$ cat src/rtl/dual_stepper_ramp_pulser_core_assert.svh
// Assertion macros for the dual stepper ramp pulser.
// Expects clk and arst_n in the scope of use.
`ifndef DUAL_STEPPER_RAMP_PULSER_CORE_ASSERT_SVH
`define DUAL_STEPPER_RAMP_PULSER_CORE_ASSERT_SVH
`ifndef SYNTHESIS
`define DSRP_ASSERT_IMP(lbl, ante, cons) \
	lbl: assert property (@(posedge clk) disable iff (!arst_n) (ante) |-> (cons)) \
		else $error("dsrp assertion failed");
`define DSRP_ASSERT_NXT(lbl, ante, cons) \
	lbl: assert property (@(posedge clk) disable iff (!arst_n) (ante) |=> (cons)) \
		else $error("dsrp assertion failed");
`else
`define DSRP_ASSERT_IMP(lbl, ante, cons)
`define DSRP_ASSERT_NXT(lbl, ante, cons)
`endif
`endif

$ cat src/rtl/dsrp_pkg.sv
// Types, codes and constants of the dual stepper ramp pulser.
// No dependencies.
`default_nettype none
package dsrp_pkg;

	localparam logic [13:0] IV_MIN      = 14'd500;
	localparam logic [13:0] IV_MAX      = 14'd10000;
	localparam logic [13:0] IV_RESET    = 14'd2000;
	localparam logic [13:0] BEGIN_RESET = 14'd5000;

	localparam logic [2:0] FN_TICK  = 3'd0;
	localparam logic [2:0] FN_CMD   = 3'd1;
	localparam logic [2:0] FN_SET   = 3'd2;
	localparam logic [2:0] FN_RAMP  = 3'd3;
	localparam logic [2:0] FN_SSTOP = 3'd4;

	localparam logic [2:0] CMD_STOP = 3'd0;
	localparam logic [2:0] CMD_FWD  = 3'd1;
	localparam logic [2:0] CMD_BWD  = 3'd2;
	localparam logic [2:0] CMD_CW   = 3'd3;
	localparam logic [2:0] CMD_CCW  = 3'd4;

	localparam logic       REG_ENABLE   = 1'b0;
	localparam logic       REG_RAMP_LEN = 1'b1;

	localparam logic signed [1:0] DIR_IDLE = 2'sb00;
	localparam logic signed [1:0] DIR_FWD  = 2'sb01;
	localparam logic signed [1:0] DIR_REV  = 2'sb11;

	// quotient of the ramp division fits in the interval width
	localparam int DIV_STEPS = 14;
	localparam int DIV_CNT_W = $clog2(DIV_STEPS);

	typedef enum logic [3:0] {
		ST_IDLE = 4'b0001,
		ST_MUL  = 4'b0010,
		ST_DIV  = 4'b0100,
		ST_FIN  = 4'b1000
	} state_t;

	typedef struct packed {
		logic take;
		logic mul;
		logic step;
		logic fin;
		logic move;
	} ctl_t;

	typedef struct packed {
		logic need_div;
	} sts_t;

	function automatic logic [13:0] clamp_iv(input logic [15:0] v);
		logic [13:0] r;
		if (v < {2'b00, IV_MIN})
			r = IV_MIN;
		else if (v > {2'b00, IV_MAX})
			r = IV_MAX;
		else
			r = v[13:0];
		return r;
	endfunction

endpackage
`default_nettype wire

$ cat src/rtl/dsrp_ctrl.sv
// Sequencer of the dual stepper ramp pulser: handshakes, divide sequencing,
// result staging flags. Depends on dsrp_pkg.
`default_nettype none
module dsrp_ctrl (
	input  wire          clk,
	input  wire          arst_n,
	input  wire          in_valid,
	output logic         in_stall,
	output logic         out_valid,
	input  wire          out_stall,
	input  dsrp_pkg::sts_t sts,
	output dsrp_pkg::ctl_t ctl
);
	import dsrp_pkg::*;
	`include "dual_stepper_ramp_pulser_core_assert.svh"

	state_t                 state_q;
	logic [DIV_CNT_W-1:0]   cnt_q;
	logic                   pend_v_q;
	logic                   out_v_q;
	logic                   out_free;
	logic                   load;

	assign in_stall = !((state_q == ST_IDLE) && !pend_v_q);
	assign out_free = !out_v_q || !out_stall;

	always_comb begin
		ctl.take = in_valid && !in_stall;
		ctl.mul  = (state_q == ST_MUL);
		ctl.step = (state_q == ST_DIV);
		ctl.fin  = (state_q == ST_FIN);
		ctl.move = pend_v_q && out_free;
	end

	assign load      = (ctl.take && !sts.need_div) || ctl.fin;
	assign out_valid = out_v_q;

	always_ff @(posedge clk or negedge arst_n) begin
		if (!arst_n) begin
			state_q <= ST_IDLE;
			cnt_q   <= '0;
		end else begin
			unique case (state_q)
				ST_IDLE: begin
					if (ctl.take && sts.need_div)
						state_q <= ST_MUL;
				end
				ST_MUL: begin
					cnt_q   <= '0;
					state_q <= ST_DIV;
				end
				ST_DIV: begin
					if (cnt_q == DIV_CNT_W'(DIV_STEPS - 1))
						state_q <= ST_FIN;
					else
						cnt_q <= cnt_q + 1'b1;
				end
				ST_FIN: state_q <= ST_IDLE;
				default: state_q <= ST_IDLE;
			endcase
		end
	end

	always_ff @(posedge clk or negedge arst_n) begin
		if (!arst_n) begin
			pend_v_q <= 1'b0;
			out_v_q  <= 1'b0;
		end else begin
			if (load)
				pend_v_q <= 1'b1;
			else if (ctl.move)
				pend_v_q <= 1'b0;
			if (ctl.move)
				out_v_q <= 1'b1;
			else if (!out_stall)
				out_v_q <= 1'b0;
		end
	end

	`DSRP_ASSERT_IMP(a_busy_no_pend, state_q != ST_IDLE, !pend_v_q)
	`DSRP_ASSERT_NXT(a_mul_to_div, state_q == ST_MUL, state_q == ST_DIV)
	`DSRP_ASSERT_NXT(a_fin_loads, state_q == ST_FIN, pend_v_q)

endmodule
`default_nettype wire

$ cat src/rtl/dsrp_datapath.sv
// Datapath of the dual stepper ramp pulser: motion state, tick timer, ramp
// multiply and divide, result staging. Depends on dsrp_pkg.
`default_nettype none
module dsrp_datapath (
	input  wire                clk,
	input  wire                arst_n,
	input  wire                cfg_we,
	input  wire                cfg_index,
	input  wire  [15:0]        cfg_data,
	input  wire  [2:0]         func,
	input  wire  [2:0]         command,
	input  wire  [15:0]        interval,
	input  dsrp_pkg::ctl_t     ctl,
	output dsrp_pkg::sts_t     sts,
	output logic               step_one,
	output logic signed [1:0]  dir_one,
	output logic               step_two,
	output logic signed [1:0]  dir_two,
	output logic               coils_off,
	output logic signed [31:0] position,
	output logic [13:0]        interval_now,
	output logic               running,
	output logic               ramping
);
	import dsrp_pkg::*;
	`include "dual_stepper_ramp_pulser_core_assert.svh"

	logic               enable_q;
	logic [15:0]        rlen_q;

	logic [13:0]        interval_q, begin_q, end_q, tick_q;
	logic [15:0]        pos_q;
	logic               active_q, stop_pend_q;
	logic [2:0]         motion_q;
	logic signed [1:0]  dir1_q, dir2_q;
	logic [31:0]        total_q;

	logic [13:0]        interval_nx, begin_nx, end_nx, tick_nx;
	logic [15:0]        pos_nx;
	logic               active_nx, stop_pend_nx;
	logic [2:0]         motion_nx;
	logic signed [1:0]  dir1_nx, dir2_nx;
	logic [31:0]        total_nx;
	logic               s1, s2, coils, need_div;

	logic [16:0]        k;
	logic [13:0]        tgt;

	logic               dec;
	logic [13:0]        diff;
	logic [29:0]        prod;
	logic [15:0]        rem_q;
	logic [13:0]        quo_q;
	logic [16:0]        r2, r2_sub;
	logic               ge;
	logic [13:0]        ramp_iv;

	logic               pend_s1_q, pend_s2_q, pend_coils_q, pend_run_q, pend_ramp_q;
	logic signed [1:0]  pend_dir1_q, pend_dir2_q;
	logic [31:0]        pend_total_q;
	logic [13:0]        pend_interval_q;

	logic               out_s1_q, out_s2_q, out_coils_q, out_run_q, out_ramp_q;
	logic signed [1:0]  out_dir1_q, out_dir2_q;
	logic [31:0]        out_total_q;
	logic [13:0]        out_interval_q;

	assign k   = {1'b0, pos_q} + 17'd1;
	assign tgt = clamp_iv(interval);

	always_comb begin
		interval_nx  = interval_q;
		begin_nx     = begin_q;
		end_nx       = end_q;
		tick_nx      = tick_q;
		pos_nx       = pos_q;
		active_nx    = active_q;
		stop_pend_nx = stop_pend_q;
		motion_nx    = motion_q;
		dir1_nx      = dir1_q;
		dir2_nx      = dir2_q;
		total_nx     = total_q;
		s1           = 1'b0;
		s2           = 1'b0;
		coils        = 1'b0;
		need_div     = 1'b0;
		case (func)
			FN_TICK: begin
				if (enable_q) begin
					if ({1'b0, tick_q} + 15'd1 >= {1'b0, interval_q}) begin
						tick_nx = '0;
						if (active_q) begin
							if (k >= {1'b0, rlen_q}) begin
								interval_nx = end_q;
								active_nx   = 1'b0;
								pos_nx      = '0;
								if (stop_pend_q) begin
									stop_pend_nx = 1'b0;
									motion_nx    = CMD_STOP;
									dir1_nx      = DIR_IDLE;
									dir2_nx      = DIR_IDLE;
								end
							end else begin
								pos_nx   = k[15:0];
								need_div = 1'b1;
							end
						end
						if (motion_nx != CMD_STOP) begin
							s1       = (dir1_nx != DIR_IDLE);
							s2       = (dir2_nx != DIR_IDLE);
							total_nx = total_q + {{30{dir1_nx[1]}}, dir1_nx};
						end
					end else begin
						tick_nx = tick_q + 14'd1;
					end
				end
			end
			FN_CMD: begin
				unique case (command)
					CMD_STOP: begin
						motion_nx = CMD_STOP;
						dir1_nx   = DIR_IDLE;
						dir2_nx   = DIR_IDLE;
						coils     = 1'b1;
					end
					CMD_FWD: begin
						motion_nx = CMD_FWD;
						dir1_nx   = DIR_FWD;
						dir2_nx   = DIR_FWD;
					end
					CMD_BWD: begin
						motion_nx = CMD_BWD;
						dir1_nx   = DIR_REV;
						dir2_nx   = DIR_REV;
					end
					CMD_CW: begin
						motion_nx = CMD_CW;
						dir1_nx   = DIR_FWD;
						dir2_nx   = DIR_REV;
					end
					CMD_CCW: begin
						motion_nx = CMD_CCW;
						dir1_nx   = DIR_REV;
						dir2_nx   = DIR_FWD;
					end
					default: ;
				endcase
			end
			FN_SET: interval_nx = tgt;
			FN_RAMP: begin
				if (rlen_q == '0) begin
					interval_nx = tgt;
				end else begin
					begin_nx = interval_q;
					end_nx   = tgt;
					pos_nx   = '0;
					if (interval_q != tgt)
						active_nx = 1'b1;
				end
			end
			FN_SSTOP: begin
				if (rlen_q == '0 || motion_q == CMD_STOP) begin
					motion_nx = CMD_STOP;
					dir1_nx   = DIR_IDLE;
					dir2_nx   = DIR_IDLE;
					coils     = 1'b1;
				end else begin
					stop_pend_nx = 1'b1;
					begin_nx     = interval_q;
					end_nx       = IV_MAX;
					pos_nx       = '0;
					active_nx    = 1'b1;
				end
			end
			default: ;
		endcase
	end

	assign sts.need_div = need_div;

	// ramp offset = |end - begin| * pos / ramp_length
	assign dec     = end_q < begin_q;
	assign diff    = dec ? (begin_q - end_q) : (end_q - begin_q);
	assign prod    = {16'b0, diff} * {14'b0, pos_q};
	assign r2      = {rem_q, quo_q[13]};
	assign ge      = r2 >= {1'b0, rlen_q};
	assign r2_sub  = r2 - {1'b0, rlen_q};
	assign ramp_iv = dec ? (begin_q - quo_q) : (begin_q + quo_q);

	always_ff @(posedge clk or negedge arst_n) begin
		if (!arst_n) begin
			enable_q <= 1'b0;
			rlen_q   <= '0;
		end else if (cfg_we) begin
			unique case (cfg_index)
				REG_ENABLE:   enable_q <= cfg_data[0];
				REG_RAMP_LEN: rlen_q   <= cfg_data;
				default: ;
			endcase
		end
	end

	always_ff @(posedge clk or negedge arst_n) begin
		if (!arst_n) begin
			interval_q  <= IV_RESET;
			begin_q     <= BEGIN_RESET;
			end_q       <= IV_RESET;
			tick_q      <= '0;
			pos_q       <= '0;
			active_q    <= 1'b0;
			stop_pend_q <= 1'b0;
			motion_q    <= CMD_STOP;
			dir1_q      <= DIR_IDLE;
			dir2_q      <= DIR_IDLE;
			total_q     <= '0;
		end else if (ctl.take) begin
			interval_q  <= interval_nx;
			begin_q     <= begin_nx;
			end_q       <= end_nx;
			tick_q      <= tick_nx;
			pos_q       <= pos_nx;
			active_q    <= active_nx;
			stop_pend_q <= stop_pend_nx;
			motion_q    <= motion_nx;
			dir1_q      <= dir1_nx;
			dir2_q      <= dir2_nx;
			total_q     <= total_nx;
		end else if (ctl.fin) begin
			interval_q <= ramp_iv;
		end
	end

	// top bits of the product are below ramp_length, so 14 steps give the quotient
	always_ff @(posedge clk) begin
		if (ctl.mul) begin
			rem_q <= prod[29:14];
			quo_q <= prod[13:0];
		end else if (ctl.step) begin
			rem_q <= ge ? r2_sub[15:0] : r2[15:0];
			quo_q <= {quo_q[12:0], ge};
		end
	end

	always_ff @(posedge clk) begin
		if (ctl.take) begin
			pend_s1_q       <= s1;
			pend_s2_q       <= s2;
			pend_coils_q    <= coils;
			pend_dir1_q     <= dir1_nx;
			pend_dir2_q     <= dir2_nx;
			pend_total_q    <= total_nx;
			pend_interval_q <= interval_nx;
			pend_run_q      <= enable_q && (motion_nx != CMD_STOP);
			pend_ramp_q     <= active_nx;
		end else if (ctl.fin) begin
			pend_interval_q <= ramp_iv;
		end
		if (ctl.move) begin
			out_s1_q       <= pend_s1_q;
			out_s2_q       <= pend_s2_q;
			out_coils_q    <= pend_coils_q;
			out_dir1_q     <= pend_dir1_q;
			out_dir2_q     <= pend_dir2_q;
			out_total_q    <= pend_total_q;
			out_interval_q <= pend_interval_q;
			out_run_q      <= pend_run_q;
			out_ramp_q     <= pend_ramp_q;
		end
	end

	assign step_one     = out_s1_q;
	assign dir_one      = out_dir1_q;
	assign step_two     = out_s2_q;
	assign dir_two      = out_dir2_q;
	assign coils_off    = out_coils_q;
	assign position     = out_total_q;
	assign interval_now = out_interval_q;
	assign running      = out_run_q;
	assign ramping      = out_ramp_q;

	`DSRP_ASSERT_IMP(a_iv_range, 1'b1, interval_q >= IV_MIN && interval_q <= IV_MAX)
	`DSRP_ASSERT_IMP(a_rem_below_len, ctl.step, rem_q < rlen_q)
	`DSRP_ASSERT_NXT(a_fin_iv_match, ctl.fin, interval_q == pend_interval_q)

endmodule
`default_nettype wire

$ cat src/rtl/dual_stepper_ramp_pulser_core.sv
// Dual stepper ramp pulser, top level.
// Each result passes a pending register and then the output register; an alarm that
// advances a ramp first runs one multiply, 14 divide steps and a load (MUL, DIV, FIN).
// A new item is taken only once the pending register is empty and no ramp step is being
// computed; while a result waits under out_stall, a pending result cannot move on.
// Reset: arst_n asynchronous, active low; state returns to its power-up values.
`default_nettype none
module dual_stepper_ramp_pulser_core (
	input  wire                clk,
	input  wire                arst_n,
	input  wire                cfg_we,
	input  wire                cfg_index,
	input  wire  [15:0]        cfg_data,
	input  wire                in_valid,
	output logic               in_stall,
	input  wire  [2:0]         func,
	input  wire  [2:0]         command,
	input  wire  [15:0]        interval,
	output logic               out_valid,
	input  wire                out_stall,
	output logic               step_one,
	output logic signed [1:0]  dir_one,
	output logic               step_two,
	output logic signed [1:0]  dir_two,
	output logic               coils_off,
	output logic signed [31:0] position,
	output logic [13:0]        interval_now,
	output logic               running,
	output logic               ramping
);
	import dsrp_pkg::*;

	ctl_t ctl;
	sts_t sts;

	dsrp_ctrl u_ctrl (
		.clk       (clk),
		.arst_n    (arst_n),
		.in_valid  (in_valid),
		.in_stall  (in_stall),
		.out_valid (out_valid),
		.out_stall (out_stall),
		.sts       (sts),
		.ctl       (ctl)
	);

	dsrp_datapath u_dp (
		.clk          (clk),
		.arst_n       (arst_n),
		.cfg_we       (cfg_we),
		.cfg_index    (cfg_index),
		.cfg_data     (cfg_data),
		.func         (func),
		.command      (command),
		.interval     (interval),
		.ctl          (ctl),
		.sts          (sts),
		.step_one     (step_one),
		.dir_one      (dir_one),
		.step_two     (step_two),
		.dir_two      (dir_two),
		.coils_off    (coils_off),
		.position     (position),
		.interval_now (interval_now),
		.running      (running),
		.ramping      (ramping)
	);

endmodule
`default_nettype wire

$ cat config.mk
export PLATFORM = sky130hd
export DESIGN_NAME = dual_stepper_ramp_pulser_core
export DESIGN_NICKNAME = d
export VERILOG_FILES = /design/src/rtl/dsrp_pkg.sv /design/src/rtl/dsrp_ctrl.sv /design/src/rtl/dsrp_datapath.sv /design/src/rtl/dual_stepper_ramp_pulser_core.sv
export VERILOG_INCLUDE_DIRS = /design/src /design/src/rtl
export SDC_FILE = /design/constraint.sdc
export NUM_CORES = 1
export LEC_CHECK = 0
export BUFFER_PORTS_ARGS = -buffer_cell sky130_fd_sc_hd__buf_2
export CORE_ASPECT_RATIO = 0.7
export CORE_MARGIN = 3
export CORE_UTILIZATION = 60
export DETAILED_ROUTE_END_ITERATION = 7
export HOLD_SLACK_MARGIN = 0.02
export PLACE_DENSITY_LB_ADDON = 0.25
export SLEW_MARGIN = 20
export SYNTH_ARGS = -nofsm -noshare
export SYNTH_HDL_FRONTEND = slang
export SYNTH_SLANG_ARGS = --single-unit
$ cat constraint.sdc
create_clock -name clk -period 12.9 [get_ports clk]
set_input_delay 3.225 -clock clk [delete_from_list [all_inputs] [get_ports clk]]
set_output_delay 3.225 -clock clk [all_outputs]
set_load 0.02 [all_outputs]
* Word level (Yosys, flattened, before mapping)
Cells that the tools add are included.
Cells by class: eq/ne operators 24, $lt $le $gt $ge 6, multiplexer cells 97, reductions and logical operators 41, add/sub/neg operators 10, bitwise logic cells 1, multipliers 1
Operator list (count):
- 2-to-1 mux 14 bit | 18
- 2-to-1 mux 16 bit | 9
- 2-to-1 mux 32 bit | 4
- case mux 14 bit (2 select lines) | 2
- case mux 16 bit (3 select lines) | 1
- case mux 14 bit (3 select lines) | 1
- subtractor 14 bit | 3
- 2-to-1 mux 2 bit | 18
- >= comparator 17 x 16 -> 1 bit | 2
- adder 32 bit | 1
- multiplier 14 x 16 -> 30 bit | 1
- 2-to-1 mux 3 bit | 9
- case mux 2 bit (3 select lines) | 4
- 2-to-1 mux 1 bit | 21
- adder 16 x 1 -> 17 bit (second input constant) | 1
- > comparator 16 x 14 -> 1 bit (second input constant) | 1
- zero test 16 bit | 1
- less-than comparator 16 x 9 -> 1 bit (second input constant) | 1
- subtractor 16 bit | 1
- adder 14 x 1 -> 15 bit (second input constant) | 1
- >= comparator 15 x 14 -> 1 bit | 1
- case mux 3 bit (5 select lines) | 1
- adder 14 x 1 -> 14 bit (second input constant) | 1
- adder 14 bit | 1
- other kinds (30) | 76
Word-level totals: input port bits 44, bits in registers 280, word-level logic and storage cells 217, output and inout bits 57

* Longest topological paths before layout
depth after elaboration 12, gate-level depth with buffers 38, gate-level depth less buffers 36

* Cells and area by module
A second synthesis with hierarchy kept.
Unflattened totals: cell total of the unflattened synthesis 2567, area total of the unflattened synthesis 24987.7 um^2
By module, submodules not included:
- dsrp_datapath | area each 24503.5 um^2, instances 1, cells an instance 2522
- dsrp_ctrl | area each 484.2 um^2, instances 1, cells an instance 45

* Least setup slack after synthesis
Ideal clock, no wire load.
path type reg-to-reg, from register u_dp.end_q[0], to register u_dp.rem_q[15], data pin, data arrival time 8645 ps, library setup time 263 ps, required time 12637 ps, cell stages (with the launch flop) 36, slack 3992 ps, clock period less this slack 8908 ps, path through dfrtp_1 > inv_1 > ha_1 > inv_1 > fa_1 > a21o_1 > nand3_1 > a311oi_1 > a41o_1 > a221o_1 > buf_4 > mux2i_1 > o32ai_1 > xnor2_2 > buf_2 > nand2_1 > fa_1 > inv_1 > fa_1 > inv_1 > fa_1 > fa_1 > fa_1 > inv_1 > fa_1 > ha_1 > a21oi_1 > o21ai_1 > a221o_1 > nor2b_1 > o31a_1 > o31a_1 > or4_1 > a31oi_1 > xnor2_1 > o21ai_1
Between the ends: word-level cells in the longest chain between the ends 4, elaborated cells on any way between the ends 6, those cells by class add/sub (2); mul (1); order compare (1); mux (2)
Ends and longest elaborated chain:
- start: declaration | line dsrp_datapath.sv:31 | logic [13:0] interval_q, begin_q, end_q, tick_q;
- start signal: assignment | line dsrp_datapath.sv:219 | end_q <= end_nx;
- subtractor 14 bit or less-than comparator 14 bit (tied branches) | line dsrp_datapath.sv:183, dsrp_datapath.sv:182
- 2-to-1 mux 14 bit * | line dsrp_datapath.sv:183 | assign diff = dec ? (begin_q - end_q) : (end_q - begin_q);
- multiplier 14 x 16 -> 30 bit * | line dsrp_datapath.sv:184 | assign prod = {16'b0, diff} * {14'b0, pos_q};
- 2-to-1 mux 16 bit * | line dsrp_datapath.sv:235 | if (ctl.mul) begin
- end signal: assignment | line dsrp_datapath.sv:236 | rem_q <= prod[29:14];
- end signal: assignment | line dsrp_datapath.sv:239 | rem_q <= ge ? r2_sub[15:0] : r2[15:0];
- end: declaration | line dsrp_datapath.sv:52 | logic [15:0] rem_q;
Every way passes the cells marked *; elsewhere a longest branch is shown, timed or not. A chain may end at the register's enable or synchronous reset.

* Worst setup path in the final report
Same ends and word-level chain as after synthesis.

==> metrics.yaml <==
run_status:
  status: "completed"
global_route:
  first_global_vias: 19622
  globalRouteOverflowTotal: 0
  grtUsageMet2_pct: 44.4
  grt_antenna_before_repair: 2
  grt_start_max_net_pins: 73
  gr-usage-met3_pct: 9.09
  grt_use_met1_pct: 46.0
  first_pass_grt_wire_length_mm: 108
  globalRouteTotalUtil_pct: 30.7
  grt.busiest_layer: "met1"
cells_and_area:
  final_net_count: 3039
  fillers: 3169
  drive_gt1_share_pct: 10.5
  final_cell_count_without_fillers: 3167
  area_delta_synth_final_pct: 7.96
  num_antenna_cells: 0
  layout.core_utilization_pct: 66.5
clock_tree:
  cts_tree: "yes"
  clk_latency_ns: 0.59
  clkTransAtPathRegs_ns: 0.07
  cts.htree.levels: 1
  clock-sinks: 280
  cts_hold_buf: 0
  post_cts_buffers: 0
  clock_tree.buffer_depth: 3
  ctsResizeCount: 0
  cts-buffers-inserted: 29
  clock-root-buffer: "clkbuf_16"
yosys:
  synth_flop_cell: "edfxtp_1"
  most_frequently_used_cell_type_in_the_post_synthesis_netlist: "nand2_1"
  synthesis.area_um2: 24700
  synth_compound_gate_area_share_pct: 15.1
  synth_fa_ha_area_share_pct: 24.7
  synth-seq-cells: 280
  synth-warning-count: 0
  synth.mux.area_fraction_pct: 4.13
  post-synth-top-area-cell: "edfxtp_1"
  synthesis.area_per_instance_um2: 9.65
  synth_xor_area_share_pct: 4.85
  synth-async-reset-ratio_pct: 50.0
  netlist_top_cells_count: "nand2_1, inv_1, ha_1"
  synthCells: 2561
  synth_cell_type_count: 88
  synthesized_nets: 2991
  synthDominantCellAreaShare_pct: 17.0
  synth_simple_gate_area_share_pct: 13.9
  synth_enable_flop_cells: 140
  synth_top_family_by_area: "adder cells"
  synth.area.top_cells: "edfxtp_1, fa_1, dfrtp_1"
  ys_seq_area_share_pct: 31.3
routing:
  detail-route-antenna-nets: 0
  drt_iter0_drc: 2129
  route.vias.total: 19667
  detail_route.wirelength_mm: 66.6
  first_pass_iters: 6
  average_detailed_routed_wire_length_per_instance_um: 21.0
  vias_per_cell: 6.21
  drc: 0
pwr:
  powerDensity_nw_per_um2: 159
  max-vdd-ir-drop_v: 0.000202
  p_leak_nw: 12.7
  fin_total_pwr_mw: 4.24
floorplanning:
  fp.coreArea_um2: 40100
  std_cell_rows: 61
  die_w_um: 249
  floorplan.initialDensity_pct: 61.6
  boundary_pins: 101
  design.die.area_um2: 43700
  die_h_um: 176
critical_path:
  cp_top_family: "adder cells"
  worst_path_max_delay_cell: "xnor2_2"
  crit_type: "reg -> reg"
  worst-endpoint-arrival_ns: 10.52
  critical_path_buf_inv_count: 5
  crit_path_end_kind: "flip-flop"
  r2r_setup_slack_ns: 2.71
  crit_path_frequent_cell: "fa_1"
  crit_fanout: 16
  worst-path-stages: 34
  critPathRequiredTime_ns: 13.23
  timing.critical_path.slowest_cell_delay_ns: 0.67
  start_kind: "flip-flop"
  worst_r2r_startpoint: "u_dp.end_q[0]"
  timing.reg2reg.worst_path_depth: 34
  worst_r2r_endpoint: "u_dp.rem_q[15]"
sta:
  timing.clock.skew_ns: 0.0370
  min_period_ns: 10.19
  setup_repair_after_global_routing_missed_its_margin: "no"
  tns_ns: 0
  number_of_slew_limit_violations_in_the_final_report: 0
  setup_viol: 0
  tightestPinTransition_ns: 1.08
  achievable_clock_frequency_mhz: 98.1
  max-slew-margin-rel_pct: 27.4
  share_of_the_cycle_needed_by_the_critical_path_after_routing_pct: 79.0
  hold_viol_final: 0
min_path:
  endpoint_of_the_worst_hold_timing_path: "u_dp.dir_two[1]"
  min-delay-start: "u_dp.pend_dir2_q[1]"
  min-delay-path-class: "reg -> reg"
  timing.hold.worst_path_depth: 0
placement:
  routabilityCongestion: 0.992
  dp_hpwl_mm: 50.3
  dp.cells: 3113
  number_of_input_and_output_port_buffers_inserted: 100
flow_run:
  cap_viol_max_count: 0
## layout make-up
cell class | instances | area, um^2 | area share, %
tap | 535 | 669 | 2.51
inverter | 264 | 991 | 3.71
clock buffer | 30 | 729 | 2.73
multi-input combinational | 1907 | 15600 | 58.3
sequential | 280 | 7730 | 29.0
clock inverter | 24 | 288 | 1.08
timing repair buffer | 127 | 709 | 2.66
## power by group
group / total [mW] / switching, mW / internal, mW
registers: 1.24 / 0.125 / 1.12
clock network: 0.906 / 0.373 / 0.533
logic: 2.09 / 1.43 / 0.663
## cells by family (layout without fill, tap and decap cells)
family	after synthesis	count (layout)
AND/OR/NAND/NOR	721	721
AO/OA/AOI/OAI	573	573
adder cells (fa/ha/maj)	386	386
buffers and inverters	374	445
flip-flops	280	280
XOR/XNOR	135	135
multiplexers	92	92
## worst max-delay path by stage
stage                             start              to
after floorplan           u_dp.end_q[0]  u_dp.rem_q[15]
after detailed placement  u_dp.end_q[0]  u_dp.rem_q[15]
after global placement    u_dp.end_q[4]  u_dp.rem_q[15]
after CTS                 u_dp.end_q[0]  u_dp.rem_q[15]
after global routing      u_dp.end_q[0]  u_dp.rem_q[15]
final                     u_dp.end_q[0]  u_dp.rem_q[15]
## layer usage
layer | part of all wire (%) | vias up
li1 | - | 8968
met1 | 45 | 9669
met2 | 42 | 915
met3 | 11 | 111
met4 | 2.1 | 4
met5 | 0.041 | -
## state kept, by name (all words and copies together) (netlist names), 16 cells and up
register,count
u_dp.rlen_q,16
u_dp.total_q,32
u_dp.pend_total_q,32
u_dp.position,32
u_dp.rem_q,16
u_dp.pos_q,16
## through the flow
stage / setup slack, ns / hold slack, ns / area [um^2]
detailed placement: 2.85 / 0.405 / 25700
floorplan: 3.99 / 0.400 / 24700
CTS: 2.80 / 0.401 / 26700
global route: 2.05 / 0.405 / 26700
finish: 2.71 / 0.393 / 26700
global placement: 3.03 / 0.401 / 25700
## cells in the final DEF (no fill, tap or decap), types with 16 or more instances in the layout
cell / netlist / routed
nand4_1: 17 / 17
and2_1: 106 / 106
nand2b_1: 24 / 24
buf_4: 3 / 27
buf_2: 28 / 99
a21o_1: 61 / 61
o21bai_1: 21 / 21
nand3_1: 43 / 43
o21a_1: 23 / 23
nand2_1: 284 / 284
mux2_2: 50 / 50
a211oi_1: 19 / 19
xnor2_1: 85 / 82
o21ai_0: 122 / 121
dfrtp_1: 122 / 122
and3_1: 16 / 16
o21ai_1: 28 / 29
nor3_1: 36 / 36
inv_1: 262 / 260
mux2_1: 29 / 29
edfxtp_1: 140 / 140
xor2_1: 48 / 47
clkbuf_16: 0 / 29
a21oi_1: 136 / 136
dfstp_2: 18 / 18
a31oi_1: 19 / 19
nor2b_1: 24 / 24
nor2_1: 118 / 118
ha_1: 216 / 216
fa_1: 170 / 170
Power figures use the tool's default switching activity.
